File: src/design/utp_pkg.sv
// Shared types, codes and constants for the timepulse configuration sequencer.
// Holds the CFG-TP5 frame table and the controller/datapath interface structs.
// No dependencies.
package utp_pkg;

  localparam logic [1:0] CMD_START  = 2'd0;
  localparam logic [1:0] CMD_RXBYTE = 2'd1;
  localparam logic [1:0] CMD_TICK   = 2'd2;

  localparam logic [1:0] KIND_TX      = 2'd0;
  localparam logic [1:0] KIND_OUTCOME = 2'd1;
  localparam logic [1:0] KIND_FINAL   = 2'd2;

  localparam logic [1:0] OC_ACK     = 2'd0;
  localparam logic [1:0] OC_NAK     = 2'd1;
  localparam logic [1:0] OC_FAIL    = 2'd2;
  localparam logic [1:0] OC_TIMEOUT = 2'd3;

  localparam logic [1:0] REG_FREQ    = 2'd0;
  localparam logic [1:0] REG_TIMEOUT = 2'd1;
  localparam logic [1:0] REG_NEEDED  = 2'd2;
  localparam logic [1:0] REG_MAXATT  = 2'd3;

  localparam logic [31:0] FREQ_RST    = 32'd100000;
  localparam logic [15:0] TIMEOUT_RST = 16'd1500;
  localparam logic [3:0]  NEEDED_RST  = 4'd3;
  localparam logic [3:0]  MAXATT_RST  = 4'd10;

  localparam logic [7:0] SYNC1     = 8'hB5;
  localparam logic [7:0] SYNC2     = 8'h62;
  localparam logic [7:0] ACK_CLASS = 8'h05;
  localparam logic [7:0] CFG_CLASS = 8'h06;
  localparam logic [7:0] TP5_ID    = 8'h31;

  localparam logic [5:0] IDX_CK_FIRST = 6'd2;
  localparam logic [5:0] IDX_CK_LAST  = 6'd37;
  localparam logic [5:0] IDX_CK_A     = 6'd38;
  localparam logic [5:0] IDX_CK_B     = 6'd39;

  localparam logic [3:0] POS_NAK    = 4'd3;
  localparam logic [3:0] POS_SUMEND = 4'd7;
  localparam logic [3:0] POS_CLASS  = 4'd6;
  localparam logic [3:0] POS_ID     = 4'd7;
  localparam logic [3:0] POS_CK_A   = 4'd8;
  localparam logic [3:0] POS_CK_B   = 4'd9;

  typedef struct packed {
    logic accept;
    logic ld_outcome;
    logic start_send;
    logic ld_byte;
    logic ld_final;
  } utp_cmd_t;

  typedef struct packed {
    logic start;
    logic evt;
    logic done;
    logic last_byte;
    logic out_free;
  } utp_stat_t;

  function automatic logic [7:0] frame_byte(input logic [5:0] idx, input logic [31:0] freq);
    logic [7:0] b;
    unique case (idx) inside
      6'd0:         b = SYNC1;
      6'd1:         b = SYNC2;
      6'd2:         b = CFG_CLASS;
      6'd3:         b = TP5_ID;
      6'd4:         b = 8'h20;
      6'd7:         b = 8'h01;
      6'd10:        b = 8'h32;
      6'd14, 6'd18: b = freq[7:0];
      6'd15, 6'd19: b = freq[15:8];
      6'd16, 6'd20: b = freq[23:16];
      6'd17, 6'd21: b = freq[31:24];
      6'd25, 6'd29: b = 8'h80;
      6'd34:        b = 8'hEF;
      default:      b = 8'h00;
    endcase
    return b;
  endfunction

endpackage

File: src/design/utp_dp.sv
// Datapath: configuration registers, reply parser, timeout counter, attempt
// counters, frame byte generator with Fletcher-8 and the output register.
// Depends on utp_pkg.
module utp_dp import utp_pkg::*; (
  input  logic        clk,
  input  logic        rst_n,
  input  utp_cmd_t    cmd,
  output utp_stat_t   st,
  input  logic [7:0]  in_tdata,
  input  logic [1:0]  in_tuser,
  input  logic        cfg_we,
  input  logic [1:0]  cfg_index,
  input  logic [31:0] cfg_data,
  output logic        out_tvalid,
  input  logic        out_tready,
  output logic [15:0] out_tdata,
  output logic [1:0]  out_tuser,
  output logic        out_tlast
);

  logic [31:0] freq_r;
  logic [15:0] timeout_r;
  logic [3:0]  needed_r, maxatt_r;
  logic [3:0]  ack_r, att_r;
  logic        wait_r;
  logic [3:0]  pos_r, pos_nxt;
  logic [7:0]  ra_r, ra_nxt, rb_r, rb_nxt;
  logic [7:0]  b6_r, b7_r, b8_r;
  logic [15:0] ticks_r, ticks_nxt;
  logic [1:0]  oc_r, oc_nxt;
  logic        evt;
  logic [5:0]  idx_r;
  logic [7:0]  fa_r, fb_r, fa_nxt, fb_nxt;
  logic [7:0]  tx_nxt, exp_byte, ra_add, rb_add;
  logic        out_valid_r, out_last_r, out_fin_r;
  logic [1:0]  out_kind_r, out_oc_r;
  logic [7:0]  out_tx_r;
  logic        load;

  always_comb begin
    unique case (pos_r[1:0])
      2'd0:    exp_byte = SYNC1;
      2'd1:    exp_byte = SYNC2;
      default: exp_byte = ACK_CLASS;
    endcase
    ra_add    = ra_r + in_tdata;
    rb_add    = rb_r + ra_add;
    pos_nxt   = pos_r;
    ra_nxt    = ra_r;
    rb_nxt    = rb_r;
    ticks_nxt = ticks_r;
    evt       = 1'b0;
    oc_nxt    = OC_ACK;
    if (wait_r && in_tuser == CMD_RXBYTE) begin
      if (pos_r < POS_NAK) begin
        if (in_tdata == exp_byte) pos_nxt = pos_r + 4'd1;
      end else begin
        pos_nxt = pos_r + 4'd1;
        if (pos_r <= POS_SUMEND) begin
          ra_nxt = ra_add;
          rb_nxt = rb_add;
        end
        if (pos_r == POS_NAK && in_tdata == 8'h00) begin
          evt    = 1'b1;
          oc_nxt = OC_NAK;
        end
        if (pos_r == POS_CK_B) begin
          evt    = 1'b1;
          oc_nxt = (b6_r == CFG_CLASS && b7_r == TP5_ID && ra_r == b8_r && rb_r == in_tdata)
                   ? OC_ACK : OC_FAIL;
        end
      end
    end else if (wait_r && in_tuser == CMD_TICK) begin
      if (ticks_r >= timeout_r) begin
        evt    = 1'b1;
        oc_nxt = OC_TIMEOUT;
      end else begin
        ticks_nxt = ticks_r + 16'd1;
      end
    end
  end

  always_comb begin
    case (idx_r)
      IDX_CK_A: tx_nxt = fa_r;
      IDX_CK_B: tx_nxt = fb_r;
      default:  tx_nxt = frame_byte(idx_r, freq_r);
    endcase
    fa_nxt = fa_r + tx_nxt;
    fb_nxt = fb_r + fa_nxt;
  end

  assign st.start     = (in_tuser == CMD_START);
  assign st.evt       = evt;
  assign st.done      = (ack_r >= needed_r) || (att_r >= maxatt_r);
  assign st.last_byte = (idx_r == IDX_CK_B);
  assign st.out_free  = !out_valid_r || out_tready;

  always_ff @(posedge clk) begin
    if (!rst_n) begin
      freq_r    <= FREQ_RST;
      timeout_r <= TIMEOUT_RST;
      needed_r  <= NEEDED_RST;
      maxatt_r  <= MAXATT_RST;
      ack_r     <= 4'd0;
      att_r     <= 4'd0;
      wait_r    <= 1'b0;
    end else begin
      if (cfg_we) begin
        unique case (cfg_index)
          REG_FREQ:    freq_r    <= cfg_data;
          REG_TIMEOUT: timeout_r <= cfg_data[15:0];
          REG_NEEDED:  needed_r  <= cfg_data[3:0];
          REG_MAXATT:  maxatt_r  <= cfg_data[3:0];
          default:     ;
        endcase
      end
      if (cmd.accept && st.start) begin
        ack_r <= 4'd0;
        att_r <= 4'd0;
      end else if (cmd.accept && evt && oc_nxt == OC_ACK) begin
        ack_r <= ack_r + 4'd1;
      end
      if (cmd.start_send) begin
        att_r  <= att_r + 4'd1;
        wait_r <= 1'b1;
      end
      if (cmd.ld_final) wait_r <= 1'b0;
    end
  end

  always_ff @(posedge clk) begin
    if (cmd.accept) begin
      pos_r   <= pos_nxt;
      ra_r    <= ra_nxt;
      rb_r    <= rb_nxt;
      ticks_r <= ticks_nxt;
      oc_r    <= oc_nxt;
      if (wait_r && in_tuser == CMD_RXBYTE) begin
        if (pos_r == POS_CLASS) b6_r <= in_tdata;
        if (pos_r == POS_ID)    b7_r <= in_tdata;
        if (pos_r == POS_CK_A)  b8_r <= in_tdata;
      end
    end
    if (cmd.start_send) begin
      pos_r   <= 4'd0;
      ra_r    <= ACK_CLASS;
      rb_r    <= ACK_CLASS;
      ticks_r <= 16'd0;
      idx_r   <= 6'd0;
      fa_r    <= 8'd0;
      fb_r    <= 8'd0;
    end
    if (cmd.ld_byte) begin
      idx_r <= idx_r + 6'd1;
      if (idx_r >= IDX_CK_FIRST && idx_r <= IDX_CK_LAST) begin
        fa_r <= fa_nxt;
        fb_r <= fb_nxt;
      end
    end
  end

  assign load = cmd.ld_outcome || cmd.ld_byte || cmd.ld_final;

  always_ff @(posedge clk) begin
    if (!rst_n) begin
      out_valid_r <= 1'b0;
    end else if (load) begin
      out_valid_r <= 1'b1;
    end else if (out_tready) begin
      out_valid_r <= 1'b0;
    end
  end

  always_ff @(posedge clk) begin
    if (cmd.ld_outcome) begin
      out_kind_r <= KIND_OUTCOME;
      out_tx_r   <= 8'd0;
      out_oc_r   <= oc_r;
      out_fin_r  <= 1'b0;
      out_last_r <= 1'b0;
    end else if (cmd.ld_byte) begin
      out_kind_r <= KIND_TX;
      out_tx_r   <= tx_nxt;
      out_oc_r   <= OC_ACK;
      out_fin_r  <= 1'b0;
      out_last_r <= (idx_r == IDX_CK_B);
    end else if (cmd.ld_final) begin
      out_kind_r <= KIND_FINAL;
      out_tx_r   <= 8'd0;
      out_oc_r   <= OC_ACK;
      out_fin_r  <= (ack_r >= needed_r);
      out_last_r <= 1'b1;
    end
  end

  assign out_tvalid = out_valid_r;
  assign out_tdata  = {5'd0, out_fin_r, out_oc_r, out_tx_r};
  assign out_tuser  = out_kind_r;
  assign out_tlast  = out_last_r;

endmodule

File: src/design/utp_ctrl.sv
// Controller: sequences input acceptance, outcome report, send decision,
// frame emission and final status. Depends on utp_pkg.
module utp_ctrl import utp_pkg::*; (
  input  logic      clk,
  input  logic      rst_n,
  input  logic      in_tvalid,
  output logic      in_tready,
  input  utp_stat_t st,
  output utp_cmd_t  cmd
);

  typedef enum logic [2:0] {
    S_IDLE, S_OUTCOME, S_DECIDE, S_SEND, S_FINAL
  } state_t;

  state_t state_r, state_nxt;

  always_comb begin
    state_nxt = state_r;
    cmd       = '0;
    unique case (state_r)
      S_IDLE: begin
        cmd.accept = in_tvalid;
        if (in_tvalid) begin
          if (st.start)    state_nxt = S_DECIDE;
          else if (st.evt) state_nxt = S_OUTCOME;
        end
      end
      S_OUTCOME: begin
        if (st.out_free) begin
          cmd.ld_outcome = 1'b1;
          state_nxt      = S_DECIDE;
        end
      end
      S_DECIDE: begin
        if (st.done) begin
          state_nxt = S_FINAL;
        end else begin
          cmd.start_send = 1'b1;
          state_nxt      = S_SEND;
        end
      end
      S_SEND: begin
        if (st.out_free) begin
          cmd.ld_byte = 1'b1;
          if (st.last_byte) state_nxt = S_IDLE;
        end
      end
      S_FINAL: begin
        if (st.out_free) begin
          cmd.ld_final = 1'b1;
          state_nxt    = S_IDLE;
        end
      end
      default: state_nxt = S_IDLE;
    endcase
  end

  always_ff @(posedge clk) begin
    if (!rst_n) begin
      state_r <= S_IDLE;
    end else begin
      state_r <= state_nxt;
    end
  end

  assign in_tready = (state_r == S_IDLE);

endmodule

File: src/design/ubx_timepulse_config_with_ack.sv
// Timepulse configuration sequencer: sends a 40-byte CFG-TP5 frame with a
// Fletcher-8 checksum, parses the ACK/NAK reply and retries until enough
// acknowledges or the attempt limit. Bytes and ticks that cause no result
// leave the sequencer ready for the next item. An item that ends an attempt
// is accepted, then the outcome is reported, the send decision is made, and
// then the frame is emitted byte by byte (40 bytes) or the final status is
// loaded; a start skips the outcome step. Frame emission is byte-serial
// through the single output register, and each result waits while out_tready
// is low. Input is held off while an outcome, frame or status is being
// emitted. The config port is always ready. Depends on utp_pkg, utp_ctrl and
// utp_dp.
module ubx_timepulse_config_with_ack import utp_pkg::*; (
  input  logic        clk,
  input  logic        rst_n,
  input  logic        in_tvalid,
  output logic        in_tready,
  input  logic [7:0]  in_tdata,   // [7:0] rx_byte
  input  logic [1:0]  in_tuser,   // [1:0] cmd
  output logic        out_tvalid,
  input  logic        out_tready,
  output logic [15:0] out_tdata,  // [7:0] tx_byte, [9:8] outcome, [10] final_ok
  output logic [1:0]  out_tuser,  // [1:0] kind
  output logic        out_tlast,
  input  logic        cfg_valid,
  output logic        cfg_ready,
  input  logic [1:0]  cfg_index,
  input  logic [31:0] cfg_data
);

  utp_cmd_t  cmd;
  utp_stat_t st;

  assign cfg_ready = 1'b1;

  utp_ctrl u_ctrl (
    .clk       (clk),
    .rst_n     (rst_n),
    .in_tvalid (in_tvalid),
    .in_tready (in_tready),
    .st        (st),
    .cmd       (cmd)
  );

  utp_dp u_dp (
    .clk        (clk),
    .rst_n      (rst_n),
    .cmd        (cmd),
    .st         (st),
    .in_tdata   (in_tdata),
    .in_tuser   (in_tuser),
    .cfg_we     (cfg_valid),
    .cfg_index  (cfg_index),
    .cfg_data   (cfg_data),
    .out_tvalid (out_tvalid),
    .out_tready (out_tready),
    .out_tdata  (out_tdata),
    .out_tuser  (out_tuser),
    .out_tlast  (out_tlast)
  );

endmodule

File: config.mk
export PLATFORM = sky130hd
export DESIGN_NAME = ubx_timepulse_config_with_ack
export DESIGN_NICKNAME = d
export VERILOG_FILES = /design/src/design/utp_pkg.sv /design/src/design/utp_dp.sv /design/src/design/utp_ctrl.sv /design/src/design/ubx_timepulse_config_with_ack.sv
export SDC_FILE = /design/constraint.sdc
export NUM_CORES = 1
export LEC_CHECK = 0
export BUFFER_PORTS_ARGS = -buffer_cell sky130_fd_sc_hd__buf_2
export CORE_MARGIN = 1.5
export CORE_UTILIZATION = 60
export DETAILED_ROUTE_END_ITERATION = 7
export PLACE_DENSITY = 0.82
export RECOVER_POWER = 50
export SYNTH_ARGS = -nofsm -noshare
export SYNTH_HDL_FRONTEND = slang
export SYNTH_HIERARCHICAL = 1
export SYNTH_SLANG_ARGS = --single-unit
export TNS_END_PERCENT = 5
File: constraint.sdc
create_clock -name clk -period 6.7 [get_ports clk]
set_input_delay 0.335 -clock clk [delete_from_list [all_inputs] [get_ports clk]]
set_output_delay 0.335 -clock clk [all_outputs]
set_load 0.03 [all_outputs]
==> impl_metrics.ini, run 1 <==
[critical_path]
worstReg2RegStart = u_dp/idx_r[4]$_SDFFCE_PN0P_
start_kind = flip-flop
rrSetupSlack_ps = 1650
startpoint = u_dp/idx_r[4]$_SDFFCE_PN0P_
reg2reg_depth = 20
critPathMaxFanout = 19
arrival_ps = 5410
crit_path_end_kind = flip-flop
crit_end = u_dp/fb_r[7]$_DFF_P_
path_class = reg2reg
r2r_end = u_dp/fb_r[7]$_DFF_P_
crit_required_ps = 7060

[layout]
multi_input_area_sq_mm = 0.00501
regArea_sq_mm = 0.00368
fillerInstances = 1143
nNetsFinal = 1185
area_growth_pct = 10.3
drive_gt1_share_pct = 7.97
n_antenna_cell = 0

[floorplanning]
die_w_um = 126
die_h_um = 126
dieArea_sq_mm = 0.0160
rows = 44
placeableCoreArea_sq_mm = 0.0147
initial_core_util_pct = 62.1
pin_count = 71

[sta]
hold_viol_final = 0
worst_pin_slew_ps = 2510
maxSlewHeadroom_pct = -67.3
fmax_ghz = 0.198
final.setup.tns_ps = 0
slew_violations = 69
post-route-period-util_pct = 75.4
period_needed_ps = 5050
skew_ps = 7.87
rsz0062_at_grt = false
setup_viol = 0

[power]
power.static_leakage_nw = 4.10
p_per_area_mw_per_mm2 = 300
power_mw = 3.02
peakVddDrop_uv = 211

[routing]
drt-pass1-iter-count = 6
wire_per_inst_um = 16.5
antenna_left = 0
drcViolationCount = 0
drt_iter0_markers = 625
dr_total_vias = 7480
avgViaCountPerCell = 5.92
wl_um = 20800

[global_route]
antenna_found_initial = 0
grt_pass1_vias = 7052
grt_max_degree = 69
overflow = 0
grt_pass1_wl_um = 34600
grt_usage_pct = 27.0

[clock_network]
clk_pin_slew_worst_paths_ps = 60
hold_buffers = 0
cts_setup_buffers = 0
clockBufferDepth = 2
clock-root-buffer = clkbuf_16
htree_levels = 4
numCtsBuffers = 17
cts_tree = yes
cts_resized = 0
clk_latency_ps = 430
clock_sinks = 167

[logic_synthesis]
synth_seq_area_share_pct = 40.3
yosys-top-cells-area = dfxtp_1 29%, edfxtp_1 11%, ha_1 9.0%
ys_ff_latch = 167
yosys.area_share.adder_pct = 9.92
synthTopCellsByCount = 169 x nand2_1, 133 x dfxtp_1, 66 x ha_1, 55 x a21oi_1, 54 x inv_1
async_flop_share_pct = 0
synthFlopType = dfxtp_1
synth-xor-area-share_pct = 5.08
syn-mean-instance-area_sq_um = 8.88
synth_top_family_by_area = simple AND/OR/NAND/NOR gates
synth-edff-count = 34
synth_cell_types = 69
muxShareOfSynthArea_pct = 1.97
yosys.area_share.simple_pct = 20.9
yosysMostFrequentCell = nand2_1
synthCells = 1028
yosys_warnings = 6
synth_compound_area_share_pct = 16.6
synth_top_area_share_pct = 29.2
synth_area_sq_mm = 0.00913
yosysTopAreaCell = dfxtp_1

[place]
numPortBuffers = 64
dp_hpwl_um = 14800
gp_congestion = 0.909

[status]
status = finished, violations left
violations = capacitance limit, slew limit

[job]
cap_violations = 1

[hold_path]
worst_hold_path_type = in2reg
[stage by stage]
step                      instance area [sq um]  hold slack (ps)  worst slack, ps  utilization, %  cells
after floorplan                            9150              434             2220               -   1032
after global placement                     9490              449             2010            64.6   1231
after detailed placement                   9490              448             1750            64.6   1231
after CTS                                 10100              110             1710            68.8   1263
after global routing                      10100              143             1170            68.6   1263
final                                     10100              124             1650            68.6   1263
[flip-flops by register name (all words and copies together), names as in the netlist, 4 cells and up]
register / cells
u_dp/needed_r: 4
u_dp/pos_r: 4
u_dp/maxatt_r: 4
u_dp/out_tx_r: 8
u_dp/b7_r: 8
u_dp/freq_r: 32
u_dp/fb_r: 8
u_dp/idx_r: 6
u_dp/ticks_r: 16
u_dp/rb_r: 8
u_dp/b8_r: 8
u_dp/fa_r: 8
u_dp/b6_r: 8
u_dp/att_r: 4
u_dp/ack_r: 4
u_dp/timeout_r: 16
u_dp/ra_r: 8
[routing by layer]
metal  share of wire, %  vias up  track usage (%)
li1                   -     3718                -
met1                 45     3507             34.7
met2                 47      208             44.5
met3                4.8       47             5.53
met4                2.9        0             11.6
met5                  0        -                0
[cell families after synthesis]
group,Yosys count
AOI/OAI and AO/OA,222
xor gates and xnor gates,53
adders and majority gates,70
buffers and inverters,110
DFF,167
muxes,18
other,2
and+or+nand+nor,386
[worst min-delay path by stage]
stage               slack (ps)                        endpoint  cells past startpoint                           start
global placement           450   u_dp/out_tx_r[4]$_SDFFE_PP0P_                      1   u_dp/out_tx_r[4]$_SDFFE_PP0P_
CTS                        110    u_dp/freq_r[16]$_SDFFE_PN1P_                      3                    cfg_data[16]
global route               140    u_dp/freq_r[16]$_SDFFE_PN1P_                      3                    cfg_data[16]
finish                     120    u_dp/freq_r[16]$_SDFFE_PN1P_                      3                    cfg_data[16]
floorplan                  430          u_dp/b6_r[0]$_DFFE_PP_                      0                     in_tdata[0]
detailed placement         450  u_dp/out_tuser[0]$_SDFFE_PP1P_                      2  u_dp/out_tuser[0]$_SDFFE_PP1P_
[cell usage in the layout, fill, tap and decap left out, drive strengths merged, types with 8 or more instances in the layout]
cell / count
a21oi: 55
buf: 45
or3: 16
nand4: 8
a21o: 10
a22oi: 8
edfxtp: 34
ha: 66
nor3: 12
dfxtp: 133
and2: 11
nor2b: 15
mux2i: 18
xnor2: 30
clkbuf: 46
nor2: 50
o21ai: 37
nand3: 31
a21boi: 36
and3: 10
inv: 57
o211ai: 13
nand2: 169
nor3b: 11
xor2: 23
nand3b: 18
[layout make-up]
type,count,area share [%]
Clock inverter,11,1.44
Clock buffer,21,4.68
Inverter,55,2.05
Tap cell,184,2.28
Multi-Input combinational cell,755,49.7
Timing Repair Buffer,70,3.29
Sequential cell,167,36.6
[power by group]
| group | internal [mW] | switching, mW | total (mW) |
|---|---|---|---|
| clock network | 0.618 | 0.397 | 1.02 |
| registers | 1.13 | 0.113 | 1.24 |
| logic | 0.297 | 0.468 | 0.765 |
[critical path, cell delays in order, from the launching register on]
cell and delay (ps):
edfxtp_1 690, nor3b_1 300, nor2_1 100, nor3b_1 650, a221oi_1 220, nand2_1 160, ha_1 180, inv_1 60
fa_1 390, nor2b_1 140, o21ai_0 120, a21oi_1 210, nor2_1 90, ha_1 320, nand3_1 100, o211ai_1 120
o41ai_1 530, nand3_1 140, a21o_1 210, nand3_1 90, mux2i_1 170
Power figures use the tool's default switching activity.
==> run 2: changes to the inputs <==
CORE_UTILIZATION = 55   (was 60)
PLACE_DENSITY = 0.79   (was 0.82)
clock period = 4.1 ns   (was 6.7 ns; I/O delays follow)
==> run 2 against run 1 <==
  * Sequential share of layout area shrank 2.9 points
  * Count of clock-buffer cells in the layout grew 5
  * Largest cell class unchanged
  * Highest routed layer unchanged
  * The run ends with DRC, capacitance limit, slew limit, setup timing left
  * Setup slack lost 1900 ps
  * Largest power group unchanged
  * Non-clock buffer count grew 77
==> impl_metrics.ini, run 2 (synthesis results as in run 1) <==
[routing]
wl_um = 23300
drt-pass1-iter-count = 8
wire_per_inst_um = 17.0
drt_iter0_markers = 696
drcViolationCount = 1
antenna_left = 0
avgViaCountPerCell = 5.84
dr_total_vias = 8008

[sta]
setup_viol = 1
slew_violations = 69
worst_pin_slew_ps = 2510
period_needed_ps = 4380
fmax_ghz = 0.228
fin_ws_ps = -281
post-route-period-util_pct = 107
hold_viol_final = 0
rsz0062_at_grt = true
maxSlewHeadroom_pct = -67.4
skew_ps = 11.2

[critical_path]
reg2reg_depth = 21
crit_required_ps = 4460
r2r_end = u_dp/fb_r[7]$_DFF_P_
start_kind = flip-flop
worstReg2RegStart = u_dp/idx_r[1]$_SDFFCE_PN0P_
crit_path_end_kind = flip-flop
arrival_ps = 4740
rrSetupSlack_ps = -280
critPathMaxFanout = 4
path_class = reg2reg

[place]
place_ws_ps = -227
dpl_cell_area_sq_mm = 0.00996
numPortBuffers = 64
gp_congestion = 0.910
dp_hpwl_um = 15900

[power]
peakVddDrop_uv = 348
p_per_area_mw_per_mm2 = 482
power.static_leakage_nw = 4.53

[floorplanning]
pin_count = 71
initial_core_util_pct = 56.9
rows = 46
die_w_um = 132
placeableCoreArea_sq_mm = 0.0161
die_h_um = 132
dieArea_sq_mm = 0.0174

[layout]
reg_top3 = u_dp/freq_r (32), u_dp/ticks_r (16), u_dp/timeout_r (16)
drive_gt1_share_pct = 17.4
final_cell_area_sq_mm = 0.0110
final_common_cell = nand2_1
fillerInstances = 1207
n_antenna_cell = 0
nNetsFinal = 1262
largest_register_ffs = 32
regMostFlops = u_dp/freq_r
area_growth_pct = 20.0
layout_common_cells = 168 x nand2_1, 133 x dfxtp_1, 79 x buf_4, 56 x ha_1, 52 x inv_1

[clock_network]
numCtsBuffers = 17
clock_sinks = 167
clk_pin_slew_worst_paths_ps = 60
htree_levels = 4
cts_tree = yes
clock-root-buffer = clkbuf_16
clockBufferDepth = 2
clk_latency_ps = 430

[global_route]
grt_max_degree = 69
grt_usage_pct = 26.0
grt_pass1_wl_um = 36600
overflow = 0
grt_pass1_vias = 7478
antenna_found_initial = 0

[status]
violations = DRC, capacitance limit, slew limit, setup timing
status = finished, violations left

[hold_path]
holdPathStages = 3
hold_end = u_dp/freq_r[9]$_SDFFE_PN1P_
min_from = cfg_data[9]
worst_hold_path_type = in2reg

[job]
cap_violations = 1
[run 2: changes by cell type in the layout (fill, tap and decap cells not counted), moves of 4 or more]
cell,before,now
a21oi_1,55,50
a21oi_2,0,5
buf_4,5,79
clkbuf_1,27,31
ha_1,66,56
ha_4,0,8
nor2_1,50,43
nor2_2,0,5
[run 2: layer usage]
layer  wire length, um  track usage (%)
met1              9900             32.4
met2             11300             44.1
met3              1330             4.69
met4               788             11.2
met5                 0                0
[run 2: report_power, final]
group / leakage (nW) / switching [mW] / total (mW) / internal (mW)
clock: 0.275 / 0.629 / 1.55 / 0.925
sequential: 1.39 / 0.162 / 2.00 / 1.84
combinational: 2.87 / 0.954 / 1.73 / 0.775
total: 4.53 / 1.74 / 5.28 / 3.54
[run 2: critical path, cell delays in order, from the launching register on]
cell and delay (ps):
edfxtp_1 450, inv_2 110, ha_4 190, and4bb_1 220, a221o_1 320, a221o_1 300
o21ai_2 150, buf_4 150, fa_2 230, nor2b_4 50, o21ai_2 160, buf_4 140
and3_4 180, nor2_4 40, ha_4 270, nand3_1 90, o211ai_1 360, o41ai_2 130
or3_1 350, a21o_1 170, nand3_2 70, mux2i_1 160
[run 2: stage by stage]
stage | instances | hold WS (ps) | power (mW) | utilization (%) | setup TNS, ps
after floorplan | 1032 | 304 | 2.99 | - | 0
after global placement | 1314 | 417 | 3.45 | 62.0 | -120
after detailed placement | 1314 | 426 | 3.49 | 62.0 | -227
after CTS | 1360 | 3.90 | 5.16 | 67.2 | -15.6
after global routing | 1371 | 28.1 | 5.52 | 68.2 | -418
final | 1371 | 25.7 | 5.28 | 68.2 | -281
[run 2: layout make-up]
type | instances | area (sq um) | area share (%)
Clock buffer | 26 | 512 | 4.67
Tap cell | 216 | 270 | 2.47
Sequential cell | 167 | 3680 | 33.6
Timing Repair Buffer | 147 | 926 | 8.45
Inverter | 55 | 206 | 1.88
Clock inverter | 5 | 63.8 | 0.582
Multi-Input combinational cell | 755 | 5300 | 48.3
[run 2: worst max-delay path by stage]
stage,from,end,cells after the start
6_report,u_dp/idx_r[1]$_SDFFCE_PN0P_,u_dp/fb_r[7]$_DFF_P_,21
5_1_grt,u_dp/idx_r[1]$_SDFFCE_PN0P_,u_dp/fb_r[7]$_DFF_P_,21
4_1_cts,u_dp/idx_r[0]$_SDFFCE_PN0P_,u_dp/fb_r[7]$_DFF_P_,21
3_5_place_dp,u_dp/idx_r[1]$_SDFFCE_PN0P_,u_dp/fb_r[7]$_DFF_P_,23
3_3_place_gp,u_dp/idx_r[1]$_SDFFCE_PN0P_,u_dp/fb_r[7]$_DFF_P_,23
2_1_floorplan,u_dp/idx_r[2]$_SDFFCE_PN0P_,u_dp/fb_r[7]$_DFF_P_,23
[run 2: timing repair]
item	in CTS	in global routing
pin swaps	23	23
buffers inserted	14	11
gates cloned	0	0
gates resized for setup	32	22
hold endpoints to repair	1	0
hold buffers	1	0
setup endpoints to repair	1	2
==> run 3: changes to the inputs <==
SETUP_SLACK_MARGIN = 0.3   (was not set)
==> run 3 against run 2 <==
  * The flow finishes with violations (capacitance limit, slew limit, setup timing)
  * Clock power rose by 3%
  * Count of clock-buffer cells in the layout fell by 5
  * Non-clock buffer count fell by 1
  * Via count fell by 1.8%
  * Design area fell by 0.21%
  * Hold slack got worse by 4.2 ps
  * First-iteration DRC count fell by 20%
  * Core utilization fell by 0.14 points
  * Combinational power fell by 3%
  * Setup slack improved by 12 ps
  * Register-to-register slack barely moved
  * Routed wire length fell by 2.5%
  * Critical path type unchanged
  * Highest routed layer unchanged
==> impl_metrics.ini, run 3 (synthesis results as in run 1) <==
[status]
status = finished, violations left
violations = capacitance limit, slew limit, setup timing

[sta]
rsz0062_at_grt = true
slew_violations = 69
hold_viol_final = 0
worst_pin_slew_ps = 2550
skew_ps = 10.0
fmax_ghz = 0.229
post-route-period-util_pct = 107
maxSlewHeadroom_pct = -69.9
fin_ws_ps = -270
holdWs_ps = 21.5
setup_viol = 1
final.setup.tns_ps = -270
period_needed_ps = 4370

[power]
peakVddDrop_uv = 363
p_per_area_mw_per_mm2 = 483
power.static_leakage_nw = 4.56
power_mw = 5.28

[critical_path]
critPathSlowestCell = edfxtp_1
rrSetupSlack_ps = -270
crit_path_end_kind = flip-flop
path_cells = inv_2, buf_4, ha_4, buf_4, nor4b_4, buf_4, a221oi_1, nand3_1, ha_1, buf_4, buf_4, nand3_1, o221ai_2, nor2_1, xnor2_2, ha_1, nor3_1, nor2_2, o41ai_4, or3_1, a21o_1, nand3_2, mux2i_1
start_kind = flip-flop
worstReg2RegStart = u_dp/idx_r[0]$_SDFFCE_PN0P_
crit_top_cell = buf_4
path_class = reg2reg
reg2reg_depth = 23
critPathMaxFanout = 9
slowest_delay_ps = 430
r2r_end = u_dp/fb_r[7]$_DFF_P_
crit_required_ps = 4450
arrival_ps = 4720

[floorplanning]
die_h_um = 132
dieArea_sq_mm = 0.0174
die_w_um = 132
rows = 46
placeableCoreArea_sq_mm = 0.0161
pin_count = 71
initial_core_util_pct = 56.9

[global_route]
antenna_found_initial = 0
overflow = 0
grt_max_degree = 69
grt_pass1_wl_um = 36200
grt_usage_pct = 25.6
grt_pass1_vias = 7325

[layout]
largest_register_ffs = 32
final_cell_area_sq_mm = 0.0109
area_growth_pct = 19.7
n_antenna_cell = 0
regMostFlops = u_dp/freq_r
utilization_pct = 68.1
nNetsFinal = 1261
reg_top3 = u_dp/freq_r (32), u_dp/ticks_r (16), u_dp/timeout_r (16)
drive_gt1_share_pct = 17.1
final_cells = 1371
fillerInstances = 1249
layout_common_cells = 168 x nand2_1, 133 x dfxtp_1, 74 x buf_4, 59 x ha_1, 52 x inv_1
regArea_sq_mm = 0.00368
final_common_cell = nand2_1
multi_input_area_sq_mm = 0.00526

[routing]
drt_iter0_markers = 554
dr_total_vias = 7863
antenna_left = 0
drt-pass1-iter-count = 6
wl_um = 22800
avgViaCountPerCell = 5.74
wire_per_inst_um = 16.6
drcViolationCount = 0

[hold_path]
worst_hold_path_type = in2reg
min_from = cfg_data[7]
hold_end = u_dp/freq_r[7]$_SDFFE_PN1P_
holdPathStages = 3

[clock_network]
clk_pin_slew_worst_paths_ps = 70
clock-root-buffer = clkbuf_16
numCtsBuffers = 17
htree_levels = 4
cts_tree = yes
clock_sinks = 167
clk_latency_ps = 430
clockBufferDepth = 2

[place]
dpl_cell_area_sq_mm = 0.0100
numPortBuffers = 64
dp_hpwl_um = 16000
place_ws_ps = -418
dpl.cell_count = 1317
gp_congestion = 0.930

[job]
cap_violations = 1
run 3: final cells by class:
type | count | area share [%]
clock inverters | 11 | 0.984
well taps | 216 | 2.47
clock buffers | 21 | 4.41
flip-flops and latches | 167 | 33.7
multi-input cells | 755 | 48.1
repair buffers | 146 | 8.46
inverters | 55 | 1.89
run 3: worst max path at each step:
stage               slack, ps                         from  depth (start not counted)                   end
finish                   -270  u_dp/idx_r[0]$_SDFFCE_PN0P_                         23  u_dp/fb_r[7]$_DFF_P_
floorplan                  70  u_dp/idx_r[1]$_SDFFCE_PN0P_                         21  u_dp/fb_r[7]$_DFF_P_
CTS                      -130  u_dp/idx_r[0]$_SDFFCE_PN0P_                         20  u_dp/fb_r[7]$_DFF_P_
global placement         -190  u_dp/idx_r[1]$_SDFFCE_PN0P_                         21  u_dp/fb_r[7]$_DFF_P_
global route             -470  u_dp/idx_r[3]$_SDFFCE_PN0P_                         21  u_dp/fb_r[7]$_DFF_P_
detailed placement       -420  u_dp/idx_r[1]$_SDFFCE_PN0P_                         21  u_dp/fb_r[7]$_DFF_P_
run 3: power by group:
group | internal (mW) | switching, mW
sequential | 1.84 | 0.166
clock | 0.915 | 0.686
combinational | 0.746 | 0.926
run 3: layer usage:
metal,track usage (%),vias up,wire (um),share of wire [%]
li1,-,3858,-,-
met1,33.9,3724,10200,45
met4,8.83,0,556,2.4
met2,42.4,230,10900,48
met3,4.61,51,1130,5.0
met5,0,-,0,0
run 3: critical path, delay by kind of cell (launching register included):
family          cells  cell delay [ps]
xor+xnor            1              110
fa+ha+maj           3              870
simple gates        8             1170
flops               1              430
buf+inv             6              830
mux                 1              180
compound gates      4              710
run 3: what timing repair did:
action / CTS / global route
pin swaps: 10 / 27
cloned: 0 / 0
hold buffers: 3 / 0
endpoints found under the setup margin: 4 / 3
resized for setup: 9 / 23
buffers inserted: 5 / 14
hold endpoints to repair: 3 / 0
